**config.mk**
```make
export PLATFORM = sky130hd
export DESIGN_NAME = i2c_master_bit_engine_core
export DESIGN_NICKNAME = d
export VERILOG_FILES = /design/src/rtl/core/i2cbe_pkg.sv /design/src/rtl/core/i2cbe_step.sv /design/src/rtl/core/i2c_master_bit_engine_core.sv
export SDC_FILE = /design/constraint.sdc
export NUM_CORES = 1
export LEC_CHECK = 0
export BUFFER_PORTS_ARGS = -buffer_cell sky130_fd_sc_hd__buf_4
export CAP_MARGIN = 20
export CORE_ASPECT_RATIO = 0.5
export CORE_MARGIN = 8
export CORE_UTILIZATION = 59
export DETAILED_ROUTE_END_ITERATION = 16
export MAX_ROUTING_LAYER = met4
export PLACE_DENSITY = 0.8
export SYNTH_ARGS = -nofsm -noshare
export SYNTH_HDL_FRONTEND = slang
export SYNTH_SLANG_ARGS = --single-unit
```
**constraint.sdc**
```tcl
create_clock -name clk -period 4.48 [get_ports clk]
set_input_delay 0.896 -clock clk [delete_from_list [all_inputs] [get_ports clk]]
set_output_delay 0.896 -clock clk [all_outputs]
set_load 0.02 [all_outputs]
```
**src/rtl/core/i2cbe_pkg.sv**
```systemverilog
// Shared types and constants for the I2C master bit engine.
// No dependencies; imported by i2cbe_step and i2c_master_bit_engine_core.
package i2cbe_pkg;

    localparam int DELAY_W = 16;

    localparam logic [2:0] CMD_TICK  = 3'd0;
    localparam logic [2:0] CMD_START = 3'd1;
    localparam logic [2:0] CMD_STOP  = 3'd2;
    localparam logic [2:0] CMD_WRITE = 3'd3;
    localparam logic [2:0] CMD_READ  = 3'd4;

    localparam logic [1:0] ST_OK   = 2'd0;
    localparam logic [1:0] ST_NACK = 2'd1;
    localparam logic [1:0] ST_BUSY = 2'd2;

    localparam logic [DELAY_W-1:0] DELAY_RESET = DELAY_W'(357);
    localparam logic [3:0]         BITS_PER_BYTE = 4'd8;

    typedef enum logic [3:0] {
        PH_IDLE     = 4'd0,
        PH_S_SDA_HI = 4'd1,
        PH_S_SCL_HI = 4'd2,
        PH_S_CHECK  = 4'd3,
        PH_S_SCL_LO = 4'd4,
        PH_BIT_L    = 4'd5,
        PH_BIT_H    = 4'd6,
        PH_BIT_F    = 4'd7,
        PH_P_LOW    = 4'd8,
        PH_P_SCL_HI = 4'd9,
        PH_P_SDA_HI = 4'd10,
        PH_P_END    = 4'd11
    } phase_t;

    typedef struct packed {
        phase_t               phase;
        logic [DELAY_W-1:0]   tick_count;
        logic [3:0]           bit_index;
        logic [7:0]           shift_reg;
        logic [2:0]           active_cmd;
        logic                 ack_latch;
        logic                 scl_level;
        logic                 sda_level;
        logic [7:0]           result_byte;
        logic [1:0]           status;
    } state_t;

endpackage

```
**src/rtl/core/i2cbe_step.sv**
```systemverilog
// One tick of the bit engine: next state from current state and one input word.
// Purely combinational; uses i2cbe_pkg.
module i2cbe_step (
    input  i2cbe_pkg::state_t              cur,
    input  logic [i2cbe_pkg::DELAY_W-1:0]  bit_delay,
    input  logic [2:0]                     cmd,
    input  logic [7:0]                     data_byte,
    input  logic                           ack_to_send,
    input  logic                           sda_in,
    output i2cbe_pkg::state_t              nxt,
    output logic                           done
);
    import i2cbe_pkg::*;

    state_t s;
    logic   fin;

    always_comb
    begin
        s   = cur;
        fin = 1'b0;

        // commands are taken only while idle; codes above read are tick only
        if (s.phase == PH_IDLE && cmd >= CMD_START && cmd <= CMD_READ)
        begin
            s.active_cmd = cmd;
            s.ack_latch  = ack_to_send;
            s.shift_reg  = (cmd == CMD_START || cmd == CMD_WRITE) ? data_byte : 8'd0;
            s.bit_index  = 4'd0;
            s.tick_count = '0;
            if (cmd == CMD_START)
                s.phase = PH_S_SDA_HI;
            else if (cmd == CMD_STOP)
                s.phase = PH_P_LOW;
            else
                s.phase = PH_BIT_L;
        end

        if (s.phase != PH_IDLE)
        begin
            if (s.tick_count != '0)
            begin
                s.tick_count = s.tick_count - 1'b1;
            end
            else
            begin
                unique case (s.phase)
                    PH_S_SDA_HI:
                    begin
                        s.sda_level  = 1'b1;
                        s.tick_count = bit_delay;
                        s.phase      = PH_S_SCL_HI;
                    end
                    PH_S_SCL_HI:
                    begin
                        s.scl_level  = 1'b1;
                        s.tick_count = bit_delay;
                        s.phase      = PH_S_CHECK;
                    end
                    PH_S_CHECK:
                    begin
                        if (!sda_in)
                        begin
                            s.status     = ST_BUSY;
                            s.phase      = PH_IDLE;
                            s.tick_count = '0;
                            fin          = 1'b1;
                        end
                        else
                        begin
                            s.sda_level  = 1'b0;
                            s.tick_count = bit_delay;
                            s.phase      = PH_S_SCL_LO;
                        end
                    end
                    PH_S_SCL_LO:
                    begin
                        s.scl_level  = 1'b0;
                        s.tick_count = bit_delay;
                        s.bit_index  = 4'd0;
                        s.phase      = PH_BIT_L;
                    end
                    PH_BIT_L:
                    begin
                        // data bits then the ACK slot; a read releases SDA for data
                        if (s.active_cmd == CMD_READ)
                            s.sda_level = (s.bit_index < BITS_PER_BYTE) ? 1'b1 : s.ack_latch;
                        else
                            s.sda_level = (s.bit_index < BITS_PER_BYTE) ? s.shift_reg[7]
                                                                         : 1'b1;
                        s.tick_count = bit_delay >> 1;
                        s.phase      = PH_BIT_H;
                    end
                    PH_BIT_H:
                    begin
                        s.scl_level  = 1'b1;
                        s.tick_count = bit_delay;
                        s.phase      = PH_BIT_F;
                    end
                    PH_BIT_F:
                    begin
                        s.scl_level = 1'b0;
                        if (s.bit_index < BITS_PER_BYTE)
                        begin
                            s.shift_reg  = {s.shift_reg[6:0],
                                            (s.active_cmd == CMD_READ) ? sda_in : 1'b0};
                            s.bit_index  = s.bit_index + 1'b1;
                            s.tick_count = '0;
                            s.phase      = PH_BIT_L;
                        end
                        else
                        begin
                            if (s.active_cmd != CMD_READ)
                                s.ack_latch = sda_in;
                            if (s.active_cmd == CMD_READ)
                            begin
                                s.result_byte = s.shift_reg;
                                s.status      = ST_OK;
                                s.phase       = PH_IDLE;
                                s.tick_count  = '0;
                                fin           = 1'b1;
                            end
                            else if (s.active_cmd == CMD_WRITE || !s.ack_latch)
                            begin
                                s.status     = s.ack_latch ? ST_NACK : ST_OK;
                                s.phase      = PH_IDLE;
                                s.tick_count = '0;
                                fin          = 1'b1;
                            end
                            else
                            begin
                                // address NACK: close the bus with a stop
                                s.status     = ST_NACK;
                                s.phase      = PH_P_LOW;
                                s.tick_count = '0;
                            end
                        end
                    end
                    PH_P_LOW:
                    begin
                        s.sda_level  = 1'b0;
                        s.scl_level  = 1'b0;
                        s.tick_count = bit_delay;
                        s.phase      = PH_P_SCL_HI;
                    end
                    PH_P_SCL_HI:
                    begin
                        s.scl_level  = 1'b1;
                        s.tick_count = bit_delay;
                        s.phase      = PH_P_SDA_HI;
                    end
                    PH_P_SDA_HI:
                    begin
                        s.sda_level  = 1'b1;
                        s.tick_count = bit_delay;
                        s.phase      = PH_P_END;
                    end
                    PH_P_END:
                    begin
                        if (s.active_cmd == CMD_STOP)
                            s.status = ST_OK;
                        s.phase      = PH_IDLE;
                        s.tick_count = '0;
                        fin          = 1'b1;
                    end
                    default:
                    begin
                        s.phase      = PH_IDLE;
                        s.tick_count = '0;
                    end
                endcase
            end
        end
    end

    assign nxt  = s;
    assign done = fin;

endmodule

```
**src/rtl/core/i2c_master_bit_engine_core.sv**
```systemverilog
// Top level of the single-master I2C bit engine: handshakes, state and result registers.
// Depends on i2cbe_pkg and i2cbe_step.
//
// Usage: every input word is one timing tick carrying cmd, data_byte, ack_to_send
// and the sampled sda_in. Each accepted word yields exactly one result word with
// the SCL/SDA drive levels, busy, done, the last read byte and status.
// Both data channels use valid/stall: a word moves when valid is high and stall
// is low. The bit delay register is written through cfg_valid/cfg_ready/cfg_data;
// cfg_ready is always high and the write takes effect on the next tick.
// Path: an accepted input word goes into the input register, then the tick update
// writes its result word into the result register.
// Throughput: one word per cycle while out_stall is low, since the whole tick update
// is a single combinational pass between the input register and the state/result registers.
// When out_stall holds, the result register keeps its word, the input register
// keeps one more, and in_stall rises only while both are full.
// Reset (rst_n low, asynchronous) puts the state register in idle with both lines
// released, status ok, read byte 0, bit delay 357 ticks; no pipeline words survive.
module i2c_master_bit_engine_core (
    input  logic                           clk,
    input  logic                           rst_n,
    input  logic                           cfg_valid,
    output logic                           cfg_ready,
    input  logic [i2cbe_pkg::DELAY_W-1:0]  cfg_data,
    input  logic                           in_valid,
    output logic                           in_stall,
    input  logic [2:0]                     cmd,
    input  logic [7:0]                     data_byte,
    input  logic                           ack_to_send,
    input  logic                           sda_in,
    output logic                           out_valid,
    input  logic                           out_stall,
    output logic                           scl_out,
    output logic                           sda_out,
    output logic                           busy_res,
    output logic                           done_res,
    output logic [7:0]                     read_byte,
    output logic [1:0]                     status
);
    import i2cbe_pkg::*;

    logic [DELAY_W-1:0] delay_reg;

    logic       in_vld_reg;
    logic [2:0] cmd_reg;
    logic [7:0] data_reg;
    logic       ack_reg;
    logic       sda_reg;

    state_t     state_reg;
    state_t     state_next;
    logic       done_next;

    logic       out_vld_reg;
    logic       scl_reg;
    logic       sda_out_reg;
    logic       busy_reg;
    logic       done_reg;
    logic [7:0] rbyte_reg;
    logic [1:0] status_reg;

    logic       advance;
    logic       in_take;

    assign cfg_ready = 1'b1;

    always_ff @(posedge clk or negedge rst_n)
    begin
        if (!rst_n)
            delay_reg <= DELAY_RESET;
        else if (cfg_valid && cfg_ready)
            delay_reg <= cfg_data;
    end

    // result stage moves when empty or drained this cycle
    assign advance  = !out_vld_reg || !out_stall;
    assign in_stall = in_vld_reg && !advance;
    assign in_take  = in_valid && !in_stall;

    always_ff @(posedge clk or negedge rst_n)
    begin
        if (!rst_n)
            in_vld_reg <= 1'b0;
        else if (advance || !in_vld_reg)
            in_vld_reg <= in_take;
    end

    always_ff @(posedge clk)
    begin
        if (in_take)
        begin
            cmd_reg  <= cmd;
            data_reg <= data_byte;
            ack_reg  <= ack_to_send;
            sda_reg  <= sda_in;
        end
    end

    i2cbe_step u_step (
        .cur         (state_reg),
        .bit_delay   (delay_reg),
        .cmd         (cmd_reg),
        .data_byte   (data_reg),
        .ack_to_send (ack_reg),
        .sda_in      (sda_reg),
        .nxt         (state_next),
        .done        (done_next)
    );

    always_ff @(posedge clk or negedge rst_n)
    begin
        if (!rst_n)
        begin
            state_reg.phase       <= PH_IDLE;
            state_reg.tick_count  <= '0;
            state_reg.bit_index   <= 4'd0;
            state_reg.shift_reg   <= 8'd0;
            state_reg.active_cmd  <= CMD_TICK;
            state_reg.ack_latch   <= 1'b0;
            state_reg.scl_level   <= 1'b1;
            state_reg.sda_level   <= 1'b1;
            state_reg.result_byte <= 8'd0;
            state_reg.status      <= ST_OK;
        end
        else if (in_vld_reg && advance)
        begin
            state_reg <= state_next;
        end
    end

    always_ff @(posedge clk or negedge rst_n)
    begin
        if (!rst_n)
            out_vld_reg <= 1'b0;
        else if (advance)
            out_vld_reg <= in_vld_reg;
    end

    always_ff @(posedge clk)
    begin
        if (in_vld_reg && advance)
        begin
            scl_reg     <= state_next.scl_level;
            sda_out_reg <= state_next.sda_level;
            busy_reg    <= (state_next.phase != PH_IDLE);
            done_reg    <= done_next;
            rbyte_reg   <= state_next.result_byte;
            status_reg  <= state_next.status;
        end
    end

    assign out_valid = out_vld_reg;
    assign scl_out   = scl_reg;
    assign sda_out   = sda_out_reg;
    assign busy_res  = busy_reg;
    assign done_res  = done_reg;
    assign read_byte = rbyte_reg;
    assign status    = status_reg;

`ifndef SYNTHESIS
    a_idle_no_count: assert property (@(posedge clk) disable iff (!rst_n)
        state_reg.phase == PH_IDLE |-> state_reg.tick_count == '0)
        else $error("tick counter nonzero while idle");

    a_bit_index_range: assert property (@(posedge clk) disable iff (!rst_n)
        state_reg.bit_index <= BITS_PER_BYTE)
        else $error("bit index past ACK slot");

    a_done_not_busy: assert property (@(posedge clk) disable iff (!rst_n)
        out_vld_reg && done_reg |-> !busy_reg)
        else $error("done reported while still busy");

    a_status_code: assert property (@(posedge clk) disable iff (!rst_n)
        state_reg.status == ST_OK || state_reg.status == ST_NACK
        || state_reg.status == ST_BUSY)
        else $error("undefined status code");
`endif

endmodule
```
Word-level counts from Yosys, hierarchy flattened
Index checks and enable logic that the tools add are counted.

Bitwise gates (word level): 1. Reduce and logical (&&, ||, !) cells: 23. $lt $le $gt $ge: 3. Muxes and demuxes: 46. Add/subtract/negate cells: 2. Equality and inequality tests: 18.

Operators with widths (number): $pmux 20 s10 (1); $mux 20 (3); $mux 36 (1); $mux 32 (1); $mux 8 (4); $mux 13 (2); $mux 12 (2); $mux 19 (1); $mux 1 (17); $eq 4x3->1 const B (4); $eq 4x4->1 const B (4); $mux 16 (1); $reduce_bool 16->1 (1); $sub 16x1->16 const B (1); $eq 3x2->1 const B (4); $mux 4 (3); $mux 10 (1); $eq 4x2->1 const B (2); $mux 2 (4); $pmux 4 s2 (1); $reduce_bool 4->1 (2); $logic_not 1->1 (6); $pmux 2 s3 (1); $reduce_or 3->1 (2); other kinds (16) (24).

Bits in registers: 93. Word-level logic and storage cells: 116. Input bits: 34.

Depth between registers and ports, before layout
Word-level depth: 19. Mapped depth: 16. Depth with buffers taken out: 10.

Cells and area by module
From an unflattened synthesis, not the netlist that was laid out.

Cells, all modules: 533. Area total of the unflattened synthesis: 5554.1 um^2.

Modules (own cells, without submodules): i2c_master_bit_engine_core (times used 1, area each 3355.7 um^2, cells each 173); i2cbe_step (times used 1, area each 2198.4 um^2, cells each 360).

Worst setup path before layout
Ideal clock, no wire load.

Path type: flip-flop to flip-flop. Start point: register state_reg[46] (netlist name). End point: register state_reg[8] (netlist name). Setup time: 132 ps. Cell stages (with the launch flop): 17. Setup slack: 822 ps. Data required time: 4348 ps. Clock period less this slack: 3658 ps. Data arrival time: 3526 ps. Cells stage by stage: dfrtp_1 buf_2 or4_1 buf_2 or3_1 clkbuf_1 clkbuf_1 nand2_1 ha_1 nand4_1 o2bb2a_4 buf_6 or4_1 buf_2 buf_6 nand2_2 o21ai_2.

Word-level cells in the longest chain between the ends: 10. Elaborated cells on any way between the ends: 14. Those cells by class: order compare: 1; eq/ne: 2; mux: 6; reduce/logical: 5.

Ends and longest elaborated chain: start, declared (RTL line i2c_master_bit_engine_core.sv:49) `state_t state_reg;`; start signal, assigned (RTL line i2c_master_bit_engine_core.sv:126) `state_reg <= state_next;`; $logic_not 4->1 (RTL line i2cbe_step.sv:24) `if (s.phase == PH_IDLE && cmd >= CMD_START && cmd <= CMD_READ)`; $logic_and 1x1->1 (2 in a row) (RTL line i2cbe_step.sv:24); $mux 36 (*) (RTL line i2cbe_step.sv:24); branches (longest 5 deep; another with $lt 4x4->1); $mux 13 (*) (RTL line i2cbe_step.sv:39) `if (s.phase != PH_IDLE)`.

Every way passes the cells marked *. A chain may end at the register's enable or synchronous reset.

Worst setup path in the final report
Start point: register state_reg[44] (netlist name). End point: register state_reg[23] (netlist name).

Word-level cells in the longest chain between the ends: 9. Elaborated cells on any way between the ends: 12. Those cells by class: order compare: 1; eq/ne: 1; mux: 5; reduce/logical: 5.

Ends and longest elaborated chain: $logic_not 4->1 (RTL line i2cbe_step.sv:24); $logic_and 1x1->1 (2 in a row) (RTL line i2cbe_step.sv:24); $mux 36 (*) (RTL line i2cbe_step.sv:24); $lt 4x4->1 (RTL line i2cbe_step.sv:103) `if (s.bit_index < BITS_PER_BYTE)`; $mux 12 (RTL line i2cbe_step.sv:103); $mux 8 (RTL line i2cbe_step.sv:47) `unique case (s.phase)`; $mux 12 (RTL line i2cbe_step.sv:41) `if (s.tick_count != '0)`; $mux 32 (*) (RTL line i2cbe_step.sv:39).

Mark *: on every way between the ends. The rest lies on a longest branch, timed or not.

==> results.sh <==
export IMPL_status="completed"
export IMPL_synth_cell_type_count=70
export IMPL_root_buffer="clkbuf_16"
export IMPL_hold_viol_final=0
export IMPL_required_ns=4.73
export IMPL_grt_pass1_wl_microns=21300
export IMPL_grt_pass1_vias=4132
export IMPL_io_buffer_count=49
export IMPL_setup_viol_count_final=0
export IMPL_cts_made_buffers=9
export IMPL_drt_wirelength_per_cell_microns=19.5
export IMPL_slowest_delay_ns=0.61
export IMPL_final_setup_tns_ns=0
export IMPL_core_area_sq_um=8590
export IMPL_crit_buf_inv=0
export IMPL_clk_pin_slew_ns=0.06
export IMPL_tritoncts="yes"
export IMPL_dieArea_sq_um=12100
export IMPL_holdCritPathClass="reg -> reg"
export IMPL_drive_gt1_share_pct=23.1
export IMPL_antenna_found_initial=0
export IMPL_avgViaCountPerCell=6.45
export IMPL_critPathMaxFanout=14
export IMPL_track_usage_pct=22.9
export IMPL_pin_count=51
export IMPL_drt_total_wl_microns=13200
export IMPL_syn_num_nets=558
export IMPL_synth_cells=522
export IMPL_htreeDepth=3
export IMPL_pre_cts_slack_ns=0.572
export IMPL_synth_top_area_share_pct=28.8
export IMPL_grt_max_degree=67
export IMPL_synth_warnings=0
export IMPL_largest_register_ffs=48
export IMPL_reg2reg_from="state_reg[44]"
export IMPL_path_cells="or4_1, or3_1, nand2_1, ha_1, nand4_1, o2bb2ai_1, nand3_2, mux2_2, o21ai_0"
export IMPL_hold_start="state_reg[17]"
export IMPL_ys_top_cells_by_area="dfrtp_1 29%, edfxtp_1 16%, mux2_2 6.1%, o21ai_0 4.7%, nand2_1 3.8%"
export IMPL_worst_pin_slew_ns=0.921
export IMPL_die_h_microns=81.9
export IMPL_cts_resized_gates=0
export IMPL_powerDensity_nw_per_um2=558
export IMPL_start_util_pct=59.7
export IMPL_ir_worst_vdd_mv=0.285
export IMPL_final_cells=676
export IMPL_drv_cap=0
export IMPL_fin_area_sq_um=5850
export IMPL_final_util_pct=68.1
export IMPL_maxSlewViolCount=0
export IMPL_critPathKind="reg -> reg"
export IMPL_synthArstFlopShare_pct=71.0
export IMPL_dp_hpwl_microns=9200
export IMPL_grt_overflow=0
export IMPL_detailedRoute_firstIterationViolations=522
export IMPL_relSlewSlack_pct=38.2
export IMPL_place_area_sq_um=5560
export IMPL_yosysTopAreaCell="dfrtp_1"
export IMPL_first_pass_iters=5
export IMPL_fp_dieW_microns=148
export IMPL_ctsLongestPathBuffers=2
export IMPL_ant_nets=0
export IMPL_gp_congestion=0.976
export IMPL_worst_endpoint_arrival_ns=4.21
export IMPL_area_delta_synth_final_pct=13.9
export IMPL_seq_area_frac_synth_pct=48.2
export IMPL_fin_ws_ns=0.521
export IMPL_clock_sinks=93
export IMPL_cp_startpoint="state_reg[44]"
export IMPL_postSynthAreaPerCell_sq_um=9.83
export IMPL_numPlacedInstances=660
export IMPL_diodes=0
export IMPL_end_kind="register"
export IMPL_slowest_stage="o2bb2ai_1"
export IMPL_drc_errors=0
export IMPL_fin_crit_sh_pct=88.4
export IMPL_nets=590
export IMPL_cp_top_family="simple AND/OR/NAND/NOR gates"
export IMPL_ys_seq_elements=93
export IMPL_min_period_ns=3.96
export IMPL_post_cts_buffers=0
export IMPL_rsz0062_at_grt="false"
export IMPL_hold_buffers=0
export IMPL_fmax_mhz=253
export IMPL_vias=4363
export IMPL_synth_flop_cell="dfrtp_1"
export IMPL_startpoint_type="register"
export IMPL_p_leak_nw=2.27
export IMPL_netlist_area_sq_um=5130
export IMPL_clock_latency_ns=0.34
export IMPL_skew_ns=0.00707
export IMPL_r2r_slack_ns=0.52
export IMPL_std_cell_rows=24
export IMPL_synth_edf_count=27
[cells by family after synthesis]
family                   Yosys count  share of synthesized area (%)
XOR/XNOR                           2                          0.341
AO/OA/AOI/OAI                    177                           23.3
adder cells (fa/ha/maj)            2                          0.488
flip-flops                        93                           48.2
multiplexers                      30                           6.53
other                              1                         0.0731
AND/OR/NAND/NOR                  171                           17.3
buffers and inverters             46                           3.88
[through the flow]
| step | total power, mW | hold WS (ns) |
|---|---|---|
| after global placement | 2.47 | 0.456 |
| after floorplan | 2.12 | 0.445 |
| after CTS | 3.25 | 0.480 |
| after detailed placement | 2.48 | 0.464 |
| final | 3.26 | 0.476 |
| after global routing | 3.44 | 0.499 |
[per-layer routing]
layer	routed length (microns)	track usage, %	up-vias
met5	0	-	-
met4	191	6.36	0
met3	1050	5.00	22
met1	5880	29.1	2101
li1	-	-	2036
met2	6040	37.0	204
[Yosys cell counts, types with 8 or more instances]
library cell	count
dfrtp_1	59
nand2_1	52
o21ai_0	48
clkbuf_1	30
nor2_1	30
mux2_2	28
a21oi_1	27
edfxtp_1	27
nand3_1	17
a22oi_1	13
nor3_1	10
a31oi_1	8
o21ai_2	8
[power by group]
group | internal (mW) | total (mW) | switching [mW]
clock | 0.429 | 0.749 | 0.321
combinational | 0.494 | 1.29 | 0.801
sequential | 1.06 | 1.22 | 0.163
[cell usage in the layout, fill, tap and decap left out, types with 3 or more instances in the layout]
cell type	n
o211ai_1	7
mux2_2	28
o31ai_1	6
nor2_1	30
and3_1	3
edfxtp_1	27
dfstp_2	7
nand4_1	5
or3_1	7
o21ai_0	48
dfrtp_1	59
o22ai_1	6
o21bai_1	3
a22oi_1	13
nor2b_1	3
clkinv_1	4
nand2_1	52
nand3b_1	3
nand3_1	17
a31oi_1	8
a21boi_0	7
inv_1	6
clkbuf_16	9
or2_2	3
a211oi_1	4
and2_1	5
buf_4	60
nor4_1	6
o21a_1	4
nand2b_1	4
o221ai_1	7
o21ai_2	8
a22o_1	6
nor3_1	10
a21oi_1	27
or4_1	6
nor3b_1	5
[layout make-up]
class	count	area, sq um
Clock buffer	9	225
Timing Repair Buffer	60	450
Multi-Input combinational cell	383	2460
Sequential cell	93	2470
Inverter	7	26.3
Clock inverter	7	65.1
Tap cell	117	146
Fill cell	695	2740
[path summary, 6_finish.rpt]
check,endpoint,cells after the start
max,state_reg[23],9
min,state_reg[17],2
max reg2reg,state_reg[23],9
min reg2reg,state_reg[17],2
max in group asynchronous,state_reg[8],1
min in group asynchronous,delay_reg[15],1
[worst register-to-register path, cell delays in order, from the launching register on]
cell and delay (ns):
dfrtp_1 0.51, or4_1 0.60, or3_1 0.49, nand2_1 0.11
ha_1 0.40, nand4_1 0.20, o2bb2ai_1 0.61, nand3_2 0.41
mux2_2 0.38, o21ai_0 0.16
No activity file was read; power rests on OpenSTA's default activity.
